[src/hdl/cltok_pkg.sv]
`default_nettype none

package cltok_pkg;

    localparam int LINE_SIZE_DEF = 128;
    localparam int MAX_ARGS_DEF  = 16;

    localparam int CHAR_W   = 8;
    localparam int ADDR_W   = 7;
    localparam int INDEX_W  = 4;
    localparam int COUNT_W  = 5;
    localparam int STATUS_W = 2;
    localparam int OUT_DATA_W = 40;
    localparam int OUT_USER_W = 2;

    localparam logic [CHAR_W-1:0] CH_QUOTE     = 8'h22;
    localparam logic [CHAR_W-1:0] CH_BACKSLASH = 8'h5C;
    localparam logic [CHAR_W-1:0] CH_SPACE     = 8'h20;
    localparam logic [CHAR_W-1:0] CH_NUL       = 8'h00;

    typedef enum logic [STATUS_W-1:0] {
        ST_OK       = 2'd0,
        ST_UNCLOSED = 2'd1,
        ST_TOO_MANY = 2'd2
    } status_t;

    typedef struct packed {
        logic [COUNT_W-1:0]  arg_count;
        logic [STATUS_W-1:0] status;
        logic [INDEX_W-1:0]  arg_index;
        logic [ADDR_W-1:0]   arg_addr;
        logic [CHAR_W-1:0]   write_data;
        logic [ADDR_W-1:0]   write_addr;
    } result_t;

endpackage

`default_nettype wire

[src/hdl/command_line_tokenizer_top.sv]
// Channel  Dir  tdata                 tuser                     tlast
// s_axis   in   char_in[7:0]          -                         last_in
// m_axis   out  result_t, padded to 40 bits  write_valid, arg_begin  line_done
//
// Two register stages: an input register, then the result register.
// One item per cycle sustained while m_tready stays high; the tokenizer state
// update is the only loop and closes through its state registers.
// rst_n clears all tokenizer state and both valid flags.
// A stalled result holds a full input register, which drops s_tready.
`default_nettype none

module command_line_tokenizer_top
#(
    parameter int LINE_SIZE = cltok_pkg::LINE_SIZE_DEF,
    parameter int MAX_ARGS  = cltok_pkg::MAX_ARGS_DEF
)
(
    input  wire logic                                clk,
    input  wire logic                                rst_n,
    input  wire logic                                s_tvalid,
    output logic                                     s_tready,
    input  wire logic [7:0]                          s_tdata,  // char_in[7:0]
    input  wire logic                                s_tlast,  // last_in
    output logic                                     m_tvalid,
    input  wire logic                                m_tready,
    // write_addr[6:0], write_data[14:7], arg_addr[21:15], arg_index[25:22],
    // status[27:26], arg_count[32:28], zero[39:33]
    output logic [cltok_pkg::OUT_DATA_W-1:0]         m_tdata,
    // write_valid[0], arg_begin[1]
    output logic [cltok_pkg::OUT_USER_W-1:0]         m_tuser,
    output logic                                     m_tlast   // line_done
);
    import cltok_pkg::*;

    localparam int WP_W  = $clog2(LINE_SIZE + 1);
    localparam int CNT_W = $clog2(MAX_ARGS + 1);

    // input register
    logic              in_valid_reg;
    logic [CHAR_W-1:0] in_char_reg;
    logic              in_last_reg;

    // tokenizer state
    logic              inside_arg_reg,  inside_arg_next;
    logic              inside_quote_reg, inside_quote_next;
    logic [CHAR_W-1:0] prev_byte_reg,   prev_byte_next;
    logic [WP_W-1:0]   write_pos_reg,   write_pos_next;
    logic [CNT_W-1:0]  arg_total_reg,   arg_total_next;
    logic              line_fin_reg,    line_fin_next;
    logic              too_many_reg,    too_many_next;

    // result register
    logic              out_valid_reg;
    result_t           out_data_reg, out_data_next;
    logic              out_wvalid_reg, out_wvalid_next;
    logic              out_abegin_reg, out_abegin_next;
    logic              out_done_reg,   out_done_next;

    logic out_free;
    logic process;

    assign out_free = !out_valid_reg || m_tready;
    assign process  = in_valid_reg && out_free;
    assign s_tready = !in_valid_reg || out_free;

    always_comb
    begin
        logic              ia, iq, tm, term, esc;
        logic [CHAR_W-1:0] pb, c, data;
        logic [WP_W-1:0]   wp;
        logic [CNT_W-1:0]  tot;
        logic              start_arg;
        logic [ADDR_W-1:0] start_addr;
        logic [ADDR_W-1:0] addr;
        logic              advance;

        c    = in_char_reg;
        term = (c == CH_NUL) || in_last_reg;

        // a closed line starts the next item from cleared state
        ia  = line_fin_reg ? 1'b0 : inside_arg_reg;
        iq  = line_fin_reg ? 1'b0 : inside_quote_reg;
        pb  = line_fin_reg ? CH_NUL : prev_byte_reg;
        wp  = line_fin_reg ? '0 : write_pos_reg;
        tot = line_fin_reg ? '0 : arg_total_reg;
        tm  = line_fin_reg ? 1'b0 : too_many_reg;

        out_data_next   = '0;
        out_wvalid_next = 1'b0;
        out_abegin_next = 1'b0;
        start_arg       = 1'b0;
        start_addr      = ADDR_W'(wp);
        data            = c;
        addr            = ADDR_W'(wp);
        advance         = 1'b1;
        esc             = ((c == CH_QUOTE) || (c == CH_SPACE)) && ia
                          && (pb == CH_BACKSLASH) && (wp != '0);

        if (wp < WP_W'(LINE_SIZE))
        begin
            priority if (esc)
            begin
                addr    = ADDR_W'(wp - WP_W'(1));
                advance = 1'b0;
            end
            else if (c == CH_QUOTE)
            begin
                if (!ia)
                begin
                    ia         = 1'b1;
                    iq         = 1'b1;
                    start_arg  = 1'b1;
                    start_addr = ADDR_W'(wp) + ADDR_W'(1);
                end
                else if (iq)
                begin
                    ia   = 1'b0;
                    iq   = 1'b0;
                    data = CH_NUL;
                end
            end
            else if (c == CH_SPACE)
            begin
                if (ia && !iq)
                begin
                    ia   = 1'b0;
                    data = CH_NUL;
                end
            end
            else
            begin
                if ((c != CH_NUL) && !ia)
                begin
                    ia        = 1'b1;
                    start_arg = 1'b1;
                end
            end

            if (start_arg)
            begin
                if (tot < CNT_W'(MAX_ARGS))
                begin
                    out_abegin_next         = 1'b1;
                    out_data_next.arg_addr  = start_addr;
                    out_data_next.arg_index = INDEX_W'(tot);
                    tot                     = tot + CNT_W'(1);
                end
                else
                begin
                    tm = 1'b1;
                end
            end

            out_wvalid_next          = 1'b1;
            out_data_next.write_addr = addr;
            out_data_next.write_data = data;
            pb                       = data;
            wp                       = wp + WP_W'(advance);
        end

        out_done_next = term;
        if (term)
        begin
            priority if (iq)
                out_data_next.status = ST_UNCLOSED;
            else if (tm)
                out_data_next.status = ST_TOO_MANY;
            else
                out_data_next.status = ST_OK;
            out_data_next.arg_count = COUNT_W'(tot);
        end

        inside_arg_next   = ia;
        inside_quote_next = iq;
        prev_byte_next    = pb;
        write_pos_next    = wp;
        arg_total_next    = tot;
        too_many_next     = tm;
        line_fin_next     = term;
    end

    always_ff @(posedge clk or negedge rst_n)
    begin
        if (!rst_n)
        begin
            in_valid_reg     <= 1'b0;
            out_valid_reg    <= 1'b0;
            inside_arg_reg   <= 1'b0;
            inside_quote_reg <= 1'b0;
            prev_byte_reg    <= CH_NUL;
            write_pos_reg    <= '0;
            arg_total_reg    <= '0;
            line_fin_reg     <= 1'b0;
            too_many_reg     <= 1'b0;
        end
        else
        begin
            if (s_tvalid && s_tready)
                in_valid_reg <= 1'b1;
            else if (process)
                in_valid_reg <= 1'b0;

            if (process)
                out_valid_reg <= 1'b1;
            else if (m_tready)
                out_valid_reg <= 1'b0;

            if (process)
            begin
                inside_arg_reg   <= inside_arg_next;
                inside_quote_reg <= inside_quote_next;
                prev_byte_reg    <= prev_byte_next;
                write_pos_reg    <= write_pos_next;
                arg_total_reg    <= arg_total_next;
                line_fin_reg     <= line_fin_next;
                too_many_reg     <= too_many_next;
            end
        end
    end

    always_ff @(posedge clk)
    begin
        if (s_tvalid && s_tready)
        begin
            in_char_reg <= s_tdata;
            in_last_reg <= s_tlast;
        end
        if (process)
        begin
            out_data_reg   <= out_data_next;
            out_wvalid_reg <= out_wvalid_next;
            out_abegin_reg <= out_abegin_next;
            out_done_reg   <= out_done_next;
        end
    end

    assign m_tvalid = out_valid_reg;
    assign m_tdata  = OUT_DATA_W'(out_data_reg);
    assign m_tuser  = {out_abegin_reg, out_wvalid_reg};
    assign m_tlast  = out_done_reg;

endmodule

`default_nettype wire

[config.mk]
export PLATFORM = sky130hd
export DESIGN_NAME = command_line_tokenizer_top
export DESIGN_NICKNAME = d
export VERILOG_FILES = /design/src/hdl/cltok_pkg.sv /design/src/hdl/command_line_tokenizer_top.sv
export SDC_FILE = /design/constraint.sdc
export NUM_CORES = 1
export LEC_CHECK = 0
export BUFFER_PORTS_ARGS = -buffer_cell sky130_fd_sc_hd__buf_2
export CELL_PAD_IN_SITES_DETAIL_PLACEMENT = 1
export CELL_PAD_IN_SITES_GLOBAL_PLACEMENT = 1
export CORE_UTILIZATION = 47
export DETAILED_ROUTE_END_ITERATION = 10
export GPL_ROUTABILITY_DRIVEN = 1
export PLACE_DENSITY_LB_ADDON = 0.12
export SYNTH_ARGS = -nofsm -noshare
export SYNTH_HDL_FRONTEND = slang
export SYNTH_SLANG_ARGS = --single-unit
[constraint.sdc]
create_clock -name clk -period 3.7 [get_ports clk]
set_input_delay 0.925 -clock clk [delete_from_list [all_inputs] [get_ports clk]]
set_output_delay 0.925 -clock clk [all_outputs]
set_load 0.02 [all_outputs]
== Word level (Yosys, flattened, before mapping) ==
Cells that the tools add are included.
Storage, ports and cells
  word-level logic and storage cells: 105
  output and inout port bits: 45
  register bits: 72
  input port bits: 13
Cells by class
  multiplexer cells: 51
  reductions and logical operators: 23
  eq/ne operators: 3
  $add $sub $neg: 4
  order comparisons: 2
  bitwise gates (word level): 1
Operators with widths (count)
  8-bit 2-to-1 mux: 10
  1-bit 2-to-1 mux: 32
  7-bit 2-to-1 mux: 4
  5-bit 2-to-1 mux: 4
  8-bit by 6-bit equality test with 1-bit output (second input constant): 2
  8-bit nonzero test: 2
  8-bit by 1-bit adder with 8-bit output: 1
  8-bit by 7-bit equality test with 1-bit output (second input constant): 1
  8-bit zero test: 1
  8-bit < comparator (second input constant): 1
  7-bit by 1-bit adder with 7-bit output (second input constant): 1
  1-bit logical AND: 7
  7-bit by 1-bit subtractor with 7-bit output (second input constant): 1
  5-bit by 1-bit adder with 5-bit output (second input constant): 1
  5-bit < comparator (second input constant): 1
  1-bit zero test: 4
  1-bit logical OR: 4
  2-bit nonzero test: 2
  3-bit AND reduction: 1
  2-bit 2-to-1 mux: 1
  2-bit AND reduction: 1
  2-bit OR reduction: 1
  1-bit inverter: 1

== Depth between registers and ports, before layout ==
Gate-level depths: netlist (run 1).
  depth in word-level cells: 12
  mapped depth: 14
  depth with buffers taken out: 13

== Worst setup path after synthesis (run 1) ==
Ideal clock, no wire load.
  path kind: input to register
  start point: input port m_tready
  end point: register write_pos_reg[3]
  arrival time: 2.944 ns
  stages on the path: 6
  required time: 3.579 ns
  path slack: 0.635 ns
  setup time: 0.121 ns
  path buffers: 1
  path through: nand2b_1 -> nand2_1 -> inv_1 -> clkbuf_1 -> o21ai_0 -> a22o_1
On the way
  cells in the longest elaborated chain, start to end: 2
Ends and longest elaborated chain
  start: declaration: RTL line command_line_tokenizer_top.sv:25  | input wire logic m_tready,
  1-bit logical OR: RTL line command_line_tokenizer_top.sv:62  | assign out_free = !out_valid_reg || m_tready;
  1-bit logical AND: RTL line command_line_tokenizer_top.sv:63  | assign process = in_valid_reg && out_free;
  via process: RTL line command_line_tokenizer_top.sv:60  | logic process;
  end signal: assignment: RTL line command_line_tokenizer_top.sv:213  | write_pos_reg <= write_pos_next;
  end: declaration: RTL line command_line_tokenizer_top.sv:47  | logic [WP_W-1:0] write_pos_reg, write_pos_next;
The timed path passes the listed nets, and every way through them passes these cells.
A chain may end at the register's enable or synchronous reset.

== Worst setup path after layout (run 1) ==
  start point: register line_fin_reg
  end point: register out_data_reg (netlist bit m_tdata[5]), data pin
On the way
  cells in the longest elaborated chain, start to end: 5
  elaborated cells between the ends (all ways): 11
  those cells by class: add/sub (1); order compare (1); eq/ne (1); mux (4); reduce/logical (4)
Ends and longest elaborated chain
  start: declaration: RTL line command_line_tokenizer_top.sv:49  | logic line_fin_reg, line_fin_next;
  start signal: assignment: RTL line command_line_tokenizer_top.sv:215  | line_fin_reg <= line_fin_next;
  branches (longest 5 deep; another with 7-bit by 1-bit subtractor with 7-bit output)
  end signal: assignment: RTL line command_line_tokenizer_top.sv:230  | out_data_reg <= out_data_next;
  end: declaration: RTL line command_line_tokenizer_top.sv:54  | result_t out_data_reg, out_data_next;
Parallel ways; which one is timed is not known.

==> results of run 1 <==
[how the worst max path moves through the flow]
stage | from | to | cells past startpoint
2_1_floorplan | m_tready | write_pos_reg[3] | 6
3_3_place_gp | line_fin_reg | m_tdata[5] | 8
3_5_place_dp | m_tready | arg_total_reg[2] | 7
4_1_cts | line_fin_reg | m_tdata[5] | 8
5_1_grt | line_fin_reg | m_tdata[1] | 8
6_report | line_fin_reg | m_tdata[5] | 8
[logic make-up (layout without fill, tap and decap cells)]
logic type,count (synthesis),after routing
buffers and inverters,39,82
flip-flops,72,72
adder cells (fa/ha/maj),5,5
multiplexers,12,12
XOR/XNOR,7,7
other,1,7
AO/OA/AOI/OAI,62,62
AND/OR/NAND/NOR,120,120
[where the power goes]
group	internal [mW]	switching, mW	total, mW
clock network	0.402	0.310	0.712
logic	0.225	0.379	0.605
registers	0.999	0.121	1.12
[metal layers]
layer | GRT usage [%] | vias to the layer above | wire (um)
met2 | 40.0 | 65 | 4270
met5 | 0 | - | 0
met3 | 4.62 | 11 | 319
met4 | 6.64 | 0 | 109
li1 | - | 1233 | -
met1 | 31.5 | 1314 | 3860
[layout by cell type, fill, tap and decap left out, drive strengths merged, types with 3 or more instances in the layout]
cell / Yosys / layout
clkinv: 0 / 3
a21oi: 13 / 13
nor4: 6 / 6
nand3: 12 / 12
nor2b: 8 / 8
nand2b: 5 / 5
and3: 5 / 5
o21ai: 19 / 19
a31oi: 3 / 3
dfrtp: 27 / 27
xnor2: 6 / 6
nor2: 25 / 25
nand2: 24 / 24
clkbuf: 7 / 10
buf: 19 / 53
o211ai: 3 / 3
nor3: 12 / 12
ha: 5 / 5
conb: 1 / 7
inv: 13 / 14
o21a: 3 / 3
nand4: 6 / 6
and2: 10 / 10
mux2: 10 / 10
edfxtp: 45 / 45
[stage by stage]
| step | setup slack (ns) | std cells | instance area (um^2) | power, mW | hold slack (ns) |
|---|---|---|---|---|---|
| 2_1_floorplan | 0.635 | 324 | 3620 | 1.55 | 0.449 |
| 3_3_place_gp | 0.875 | 450 | 3860 | 1.70 | 0.469 |
| 3_5_place_dp | 0.740 | 450 | 3860 | 1.73 | 0.485 |
| 4_1_cts | 0.705 | 466 | 4090 | 2.45 | 0.507 |
| 5_1_grt | 0.464 | 466 | 4090 | 2.56 | 0.527 |
| 6_report | 0.659 | 466 | 4090 | 2.44 | 0.505 |
[worst register-to-register path, stage by stage, from the launching register on]
cell	delay, ns
dfrtp_1	0.53
nor2b_1	0.46
inv_1	0.13
ha_1	0.30
nor2b_1	0.17
a32oi_1	0.36
and4_1	0.49
a311oi_1	0.16
o21a_1	0.20
[cells in the mapped netlist, drive strengths merged, types with 2 or more instances]
library cell and n:
ha 5, o21a 3, dfrtp 27, nor2b 8, nor2 25, o2111ai 2, and3 5, a21oi 13
o2111a 2, o211ai 3, clkbuf 7, o22ai 2, nor3 12, and2 10, mux2i 2, o21ai 19
nand2 24, edfxtp 45, o21bai 2, nor4 6, nand4 6, nand2b 5, buf 19, xnor2 6
mux2 10, a31oi 3, nand3 12, inv 13
[area by class of cell]
| type | count | area, um^2 | share of cell area (%) |
|---|---|---|---|
| sequential | 72 | 2030 | 49.5 |
| multi-input combinational | 213 | 1390 | 34.0 |
| timing repair buffer | 53 | 273 | 6.66 |
| clock buffer | 10 | 138 | 3.36 |
| tap | 99 | 124 | 3.03 |
| clock inverter | 6 | 91.3 | 2.23 |
| inverter | 13 | 48.8 | 1.19 |
==> flow_summary.json, run 1 <==
{
  "outcome": "completed",
  "min_to": "prev_byte_reg[5]",
  "seq_area_frac_synth_pct": 56.3,
  "r2r_start": "line_fin_reg",
  "crit_type": "flip-flop to flip-flop",
  "num_vias": 2623,
  "path_clk_slew_ns": 0.08,
  "drive_above_1_share_pct": 24.8,
  "largest_reg_flops": 33,
  "first_pass_iters": 4,
  "synth_warnings": 0,
  "die_x_um": 89.5,
  "fin_tns_setup_ns": 0,
  "areaGrowthSynthToFinish_pct": 13.7,
  "maxSlewHeadroom_pct": 41.7,
  "overflow": 0,
  "syn_area_mm2": 0.00360,
  "finalHoldViolations": 0,
  "final_util_pct": 55.8,
  "synthTopCellsByArea": "edfxtp_1 (38%), dfrtp_1 (19%), mux2_2 (2.5%)",
  "synth_top_family_by_area": "simple AND/OR/NAND/NOR gates",
  "min_path_type": "flip-flop to flip-flop",
  "cpMostUsedCell": "nor2b_1",
  "ctsHoldBuffers": 0,
  "htree_levels": 3,
  "r2r_slack_ns": 0.66,
  "wl_um": 8560,
  "crit_path_top_delay_cell": "dfrtp_1",
  "hold_depth": 2,
  "tightest_slew_ns": 0.874,
  "synthCells": 318,
  "synth_edf_count": 45,
  "end_kind": "flip-flop",
  "post_drt_wl_per_cell_um": 18.4,
  "dp_hpwl_um": 5910,
  "antenna_cells": 0,
  "cp_top_family": "simple AND/OR/NAND/NOR gates",
  "clock-root-buffer": "clkbuf_8",
  "clock_tree.buffer_depth": 2,
  "drt_first_iter_violations": 145,
  "clk_latency_ns": 0.35,
  "start_util_pct": 49.1,
  "grt_start_max_net_pins": 37,
  "powerDensity_mw_per_mm2": 595,
  "synth_area_leader_cell": "edfxtp_1",
  "cts_tree": "yes",
  "cts_resized": 0,
  "synthArstFlopShare_pct": 37.5,
  "report.final.slew_viol_count": 0,
  "post_cts_buffers": 0,
  "avgSynthCellArea_um2": 11.3,
  "clkSinkCount": 72,
  "synth_cell_types": 64,
  "drc": 0,
  "ys_ff_latch": 72,
  "die_y_um": 89.5,
  "synth_compound_area_share_pct": 11.6,
  "reg2regPathDepth": 8,
  "antenna_found_initial": 0,
  "synth_top_area_share_pct": 37.6,
  "arrival_ns": 3.15,
  "hp-start": "prev_byte_reg[5]",
  "rsz0062_at_grt": "false",
  "io_pins": 58,
  "fmax_mhz": 329,
  "cap_violations": 0,
  "fin_crit_sh_pct": 82.2,
  "rows": 31,
  "cp-start-kind": "flip-flop",
  "vias_per_cell": 5.63,
  "nets": 380,
  "worstReg2RegEnd": "m_tdata[5]",
  "numCtsBuffers": 9,
  "die_area_mm2": 0.00801,
  "io_buffers": 50,
  "synth-adder-area-share_pct": 1.74,
  "critPathMaxFanout": 11,
  "first_global_vias": 2677,
  "path_buf_inv": 1,
  "track_usage_pct": 23.8,
  "path_cells": "nor2b_1 -> inv_1 -> ha_1 -> nor2b_1 -> a32oi_1 -> and4_1 -> a311oi_1 -> o21a_1",
  "crit_path_max_incr_delay_ns": 0.53,
  "ys.flop_type": "edfxtp_1",
  "crit_required_ns": 3.80,
  "gp_congestion": 0.816,
  "ir_drop_mv": 0.315,
  "setup_viol_count_final": 0,
  "period_needed_ns": 3.04,
  "grt_pass1_wl_um": 13800,
  "muxShareOfSynthArea_pct": 3.69,
  "p_leak_nw": 1.65,
  "nFillCells": 815,
  "fp.coreArea_mm2": 0.00733,
  "drtAntennaViolNets": 0,
  "yosys.area_share.simple_pct": 19.2,
  "synth_xor_area_share_pct": 1.70,
  "skew_ns": 0.00901
}
Power figures use the tool's default switching activity.
==> run 2: changes to the inputs <==
ABC_AREA = 1   (was unset)
CORE_UTILIZATION = 43   (was 47)
clock period = 2.8 ns   (was 3.7 ns; I/O delays follow)
==> run 2 against run 1 <==
Effect of this change:
- worst setup slack worse by 0.37 ns
- sequential share of layout area down 0.27 points
- clock-buffer cell count unchanged
- global-route usage shrank 1.8 points
- clock power is 28% higher
- clock skew up 0.0023 ns
- final area is 0.55% higher
- largest power group unchanged
- register-to-register slack worse by 0.37 ns
- flip-flop and latch count unchanged
- synthesized area shrank 1.0%
- combinational power increased by 53%
==> flow_summary.json, run 2 <==
{
  "outcome": "completed",
  "seq_area_frac_synth_pct": 56.9,
  "report.final.slew_viol_count": 0,
  "place_area_mm2": 0.00389,
  "avgSynthCellArea_um2": 9.15,
  "wl_um": 8650,
  "end_kind": "flip-flop",
  "cap_violations": 0,
  "io_buffers": 50,
  "numCtsBuffers": 9,
  "synthArstFlopShare_pct": 37.5,
  "die_y_um": 93,
  "holdWs_ns": 0.376,
  "ctsHoldBuffers": 0,
  "overflow": 0,
  "grt_pass1_wl_um": 14200,
  "period_needed_ns": 2.52,
  "reg2regPathDepth": 12,
  "clkSinkCount": 72,
  "track_usage_pct": 22.0,
  "p_seq_share_pct": 44.0,
  "drtAntennaViolNets": 0,
  "arrival_ns": 2.74,
  "netlist_top_cells_count": "nand2_1 (95), inv_1 (49), nor2_1 (47), edfxtp_1 (45), dfrtp_1 (27)",
  "post_drt_wl_per_cell_um": 15.6,
  "rsz0062_at_grt": "false",
  "post_cts_buffers": 0,
  "power_frac_comb_pct": 28.2,
  "clock-root-buffer": "clkbuf_8",
  "r2r_start": "line_fin_reg",
  "intPower_mw": 2.15,
  "critPathMaxFanout": 12,
  "synth_top_area_share_pct": 37.9,
  "ir_drop_mv": 0.281,
  "fin_ws_ns": 0.284,
  "drt_first_iter_violations": 79,
  "maxSlewHeadroom_pct": 49.7,
  "ys.flop_type": "edfxtp_1",
  "finalHoldViolations": 0,
  "synth_cell_types": 32,
  "dp_hpwl_um": 6300,
  "antenna_found_initial": 0,
  "powerDensity_mw_per_mm2": 800,
  "fin_crit_sh_pct": 89.8,
  "p_switching_mw": 1.14,
  "vias_per_cell": 4.95,
  "drive_above_1_share_pct": 20.0,
  "netSwitchingFraction_pct": 34.8,
  "p_leak_nw": 1.93,
  "placed_cells": 537,
  "setup_viol_count_final": 0,
  "layout.cells.non_filler": 553,
  "crit_required_ns": 3.03,
  "final_cell_mix": "nand2_1 (95), buf_2 (50), inv_1 (49)",
  "pre_cts_ws_ns": 0.307,
  "start_util_pct": 45.1,
  "fin_area_mm2": 0.00412,
  "synthCells": 389,
  "die_x_um": 93,
  "yosysMostFrequentCell": "nand2_1",
  "cts_resized": 0,
  "path_clk_slew_ns": 0.08,
  "finalPower_mw": 3.29,
  "final_util_pct": 52.2,
  "crit_type": "flip-flop to flip-flop",
  "min_path_type": "primary input to async pin",
  "skew_ns": 0.0114,
  "grt_start_max_net_pins": 32,
  "io_pins": 58,
  "fp.coreArea_mm2": 0.00789,
  "htree_levels": 3,
  "fin_tns_setup_ns": 0,
  "nFillCells": 937,
  "synth_warnings": 0,
  "nets": 464,
  "gp_congestion": 0.891,
  "rows": 32,
  "areaGrowthSynthToFinish_pct": 15.6,
  "r2r_slack_ns": 0.28,
  "ys_ff_latch": 72,
  "synth_area_leader_cell": "edfxtp_1",
  "drc": 0,
  "first_pass_iters": 4,
  "antenna_cells": 0,
  "clk_latency_ns": 0.35,
  "synthTopCellsByArea": "edfxtp_1 (38%), dfrtp_1 (19%), nand2_1 (10%)",
  "cp-start-kind": "flip-flop",
  "num_vias": 2738,
  "synth_edf_count": 45,
  "fmax_mhz": 398,
  "syn_area_mm2": 0.00356,
  "cts_tree": "yes",
  "clock_tree.buffer_depth": 2,
  "first_global_vias": 2873,
  "worstReg2RegEnd": "write_pos_reg[6]",
  "clockPowerShare_pct": 27.8,
  "final_common_cell": "nand2_1",
  "largest_reg_flops": 33,
  "tightest_slew_ns": 0.751,
  "die_area_mm2": 0.00865
}
==> run 2: cell count changes in the layout (fill, tap and decap cells not counted), moves of 6 or more <==
cell / delta
nor2b_1: -7
and2_1: -10
mux2_2: -8
nor2_1: +23
nand3_1: +12
xor2_1: +6
inv_1: +38
o21ai_0: +6
nand2_1: +71
==> run 2: power by group through the flow <==
stage	clock [mW]	sequential (mW)	combinational, mW
floorplan	0	1.54	0.572
global placement	0	1.47	0.907
detailed placement	0	1.47	0.925
CTS	0.934	1.45	0.938
global route	0.963	1.48	1.04
finish	0.914	1.45	0.928
==> run 2: logic make-up (layout without fill, tap and decap cells) <==
| logic type | Yosys count | count (layout) | share of synthesized area (%) |
|---|---|---|---|
| simple gates | 194 | 194 | 24.5 |
| flops | 72 | 72 | 56.9 |
| buf+inv | 68 | 124 | 8.61 |
| compound gates | 40 | 40 | 5.87 |
| xor+xnor | 9 | 9 | 2.21 |
| fa+ha+maj | 5 | 5 | 1.76 |
| other cells | 1 | 7 | 0.105 |
==> run 2: area by class of cell <==
type                            instances  area [um^2]  area share (%)
Inverter                               52          195            4.74
Tap cell                              102          128            3.10
Sequential cell                        72         2030            49.3
Clock inverter                          6         82.6            2.01
Timing Repair Buffer                   56          295            7.18
Clock buffer                           10          138            3.34
Multi-Input combinational cell        255         1250            30.4
==> run 2: worst max-delay path, cell delays in order, from the launching register on <==
cell and delay [ns]:
dfrtp_1 0.57, inv_2 0.26, nand2_1 0.21, nand2_1 0.12, nor2_2 0.18, nand2_4 0.10
nand3_4 0.07, ha_1 0.19, ha_1 0.16, nand2_1 0.05, nor2_1 0.21, nand3_1 0.14
xor2_1 0.16
==> run 2: layer usage <==
layer | vias up | wire length (um) | part of all wire [%] | GRT usage, %
li1 | 1352 | - | - | -
met4 | 0 | 154 | 1.8 | 8.21
met2 | 55 | 4220 | 49 | 37.9
met1 | 1316 | 4050 | 47 | 27.8
met3 | 15 | 223 | 2.6 | 3.50
met5 | - | 0 | 0 | 0
==> run 2: worst max-delay path by stage <==
stage | from | to | slack (ns) | cells after the start
after global routing | line_fin_reg | write_pos_reg[6] | 0.06 | 12
final | line_fin_reg | write_pos_reg[6] | 0.28 | 12
after floorplan | m_tready | write_pos_reg[5] | 0.42 | 8
after detailed placement | line_fin_reg | write_pos_reg[6] | 0.31 | 12
after global placement | line_fin_reg | write_pos_reg[6] | 0.45 | 13
after CTS | line_fin_reg | write_pos_reg[6] | 0.28 | 12
==> run 3: changes to the inputs <==
CORE_UTILIZATION = 44   (was 43)
CTS_BUF_LIST = sky130_fd_sc_hd__clkbuf_8   (was unset)
CTS_CLUSTER_DIAMETER = 200   (was unset)
==> run 3 against run 2 <==
Effect of this change:
- global-route usage up 1.0 points
- highest routed layer unchanged
- maximum frequency down 0.27%
- clock skew is 0.00075 ns higher
- largest cell class unchanged
- largest power group unchanged
- sequential power about the same
==> flow_summary.json, run 3 (same netlist as run 2, synthesis figures left out) <==
{
  "outcome": "completed",
  "start_util_pct": 45.8,
  "track_usage_pct": 23.0,
  "htree_levels": 3,
  "numCtsBuffers": 9,
  "grt_start_max_net_pins": 28,
  "cts_resized": 0,
  "path_cells": "nor2_2 -> inv_1 -> ha_1 -> inv_1 -> nor2_2 -> nand2_4 -> nand3_4 -> ha_1 -> ha_1 -> nand2_1 -> nor2_1 -> nand3_1 -> xor2_1",
  "die_x_um": 92.0,
  "maxSlewHeadroom_pct": 53.5,
  "p_switching_mw": 1.16,
  "wl_um": 8850,
  "largest_reg_flops": 33,
  "p_seq_share_pct": 42.6,
  "first_global_vias": 2856,
  "crit_path_max_incr_delay_ns": 0.51,
  "post_drt_wl_per_cell_um": 15.9,
  "clkSinkCount": 72,
  "ir_drop_mv": 0.362,
  "arrival_ns": 2.77,
  "cp-start-kind": "flip-flop",
  "fp.coreArea_mm2": 0.00777,
  "drc": 0,
  "nets": 466,
  "cts_tree": "yes",
  "areaGrowthSynthToFinish_pct": 16.8,
  "tightest_slew_ns": 0.696,
  "antenna_found_initial": 0,
  "fin_tns_setup_ns": 0,
  "cpMostUsedCell": "ha_1",
  "startpoint": "line_fin_reg",
  "antenna_cells": 0,
  "drive_above_1_share_pct": 20.8,
  "period_needed_ns": 2.52,
  "power_frac_comb_pct": 27.6,
  "fin_crit_sh_pct": 90.1,
  "rows": 32,
  "fin_area_mm2": 0.00416,
  "die_area_mm2": 0.00846,
  "path_clk_slew_ns": 0.08,
  "highest_layer": "met4",
  "crit_path_top_delay_cell": "dfrtp_2",
  "crit_type": "flip-flop to flip-flop",
  "cp_top_family": "simple AND/OR/NAND/NOR gates",
  "crit_required_ns": 3.04,
  "clk_latency_ns": 0.36,
  "io_buffers": 50,
  "drt-met1-wl_um": 4040,
  "powerDensity_mw_per_mm2": 819,
  "ctsHoldBuffers": 0,
  "final_cell_mix": "nand2_1 (95), inv_1 (50), buf_2 (50)",
  "drt_first_iter_violations": 106,
  "fmax_mhz": 396,
  "first_pass_iters": 4,
  "clock_tree.buffer_depth": 2,
  "report.final.slew_viol_count": 0,
  "wl_met2_um": 4350,
  "p_leak_nw": 1.95,
  "netSwitchingFraction_pct": 34.1,
  "placed_cells": 539,
  "final_common_cell": "nand2_1",
  "setup_viol_count_final": 0,
  "clockPowerShare_pct": 29.8,
  "dr_wl_met3_um": 264,
  "num_vias": 2761,
  "vias_per_cell": 4.97,
  "end_kind": "flip-flop",
  "skew_ns": 0.0121,
  "intPower_mw": 2.24,
  "rsz0062_at_grt": "false",
  "dp_hpwl_um": 6450,
  "finalHoldViolations": 0,
  "io_pins": 58,
  "gp_congestion": 0.871,
  "critPathMaxFanout": 13,
  "min_path_type": "primary input to async pin",
  "r2r_start": "line_fin_reg",
  "layout.cells.non_filler": 555,
  "overflow": 0,
  "cap_violations": 0,
  "path_buf_inv": 2,
  "grt_pass1_wl_um": 14500,
  "clock-root-buffer": "clkbuf_8",
  "drtAntennaViolNets": 0,
  "die_y_um": 92.0,
  "post_cts_buffers": 0,
  "place_area_mm2": 0.00391
}
run 3: final timing paths:
path / end / slack, ns / cells after the start
setup / recovery: write_pos_reg[6] / 0.28 / 13
hold / removal: write_pos_reg[5] / 0.38 / 1
setup reg to reg: write_pos_reg[6] / 0.28 / 13
hold reg to reg: inside_quote_reg / 0.49 / 2
max in group asynchronous: line_fin_reg / 1.95 / 1
min in group clk: inside_quote_reg / 0.49 / 2
run 3: layout make-up:
class | count | area [um^2]
inverter | 52 | 195
clock inverter | 6 | 108
multi-input combinational | 255 | 1250
fill | 915 | 3610
clock buffer | 10 | 138
timing repair buffer | 58 | 310
sequential | 72 | 2030
tap | 102 | 128
run 3: per-stage QoR:
step                utilization, %  worst slack, ns  power, mW  hold WS [ns]
floorplan                        -            0.415       2.12         0.404
global placement              50.3            0.344       2.37         0.467
detailed placement            50.3            0.182       2.40         0.473
CTS                           53.5            0.148       3.42         0.380
global route                  53.5           0.0602       3.59         0.420
finish                        53.5            0.278       3.40         0.378
run 3: routing by layer:
metal	up-vias	GRT usage [%]
met3	15	4.23
met5	-	0
met4	0	9.90
li1	1355	-
met1	1332	29.1
met2	59	38.6
run 3: power by group through the flow:
stage,Combinational (mW),Clock (mW),Sequential [mW]
2_1_floorplan,0.572,0,1.54
3_3_place_gp,0.909,0,1.46
3_5_place_dp,0.928,0,1.47
4_1_cts,0.946,1.03,1.45
5_1_grt,1.05,1.06,1.47
6_report,0.939,1.01,1.45
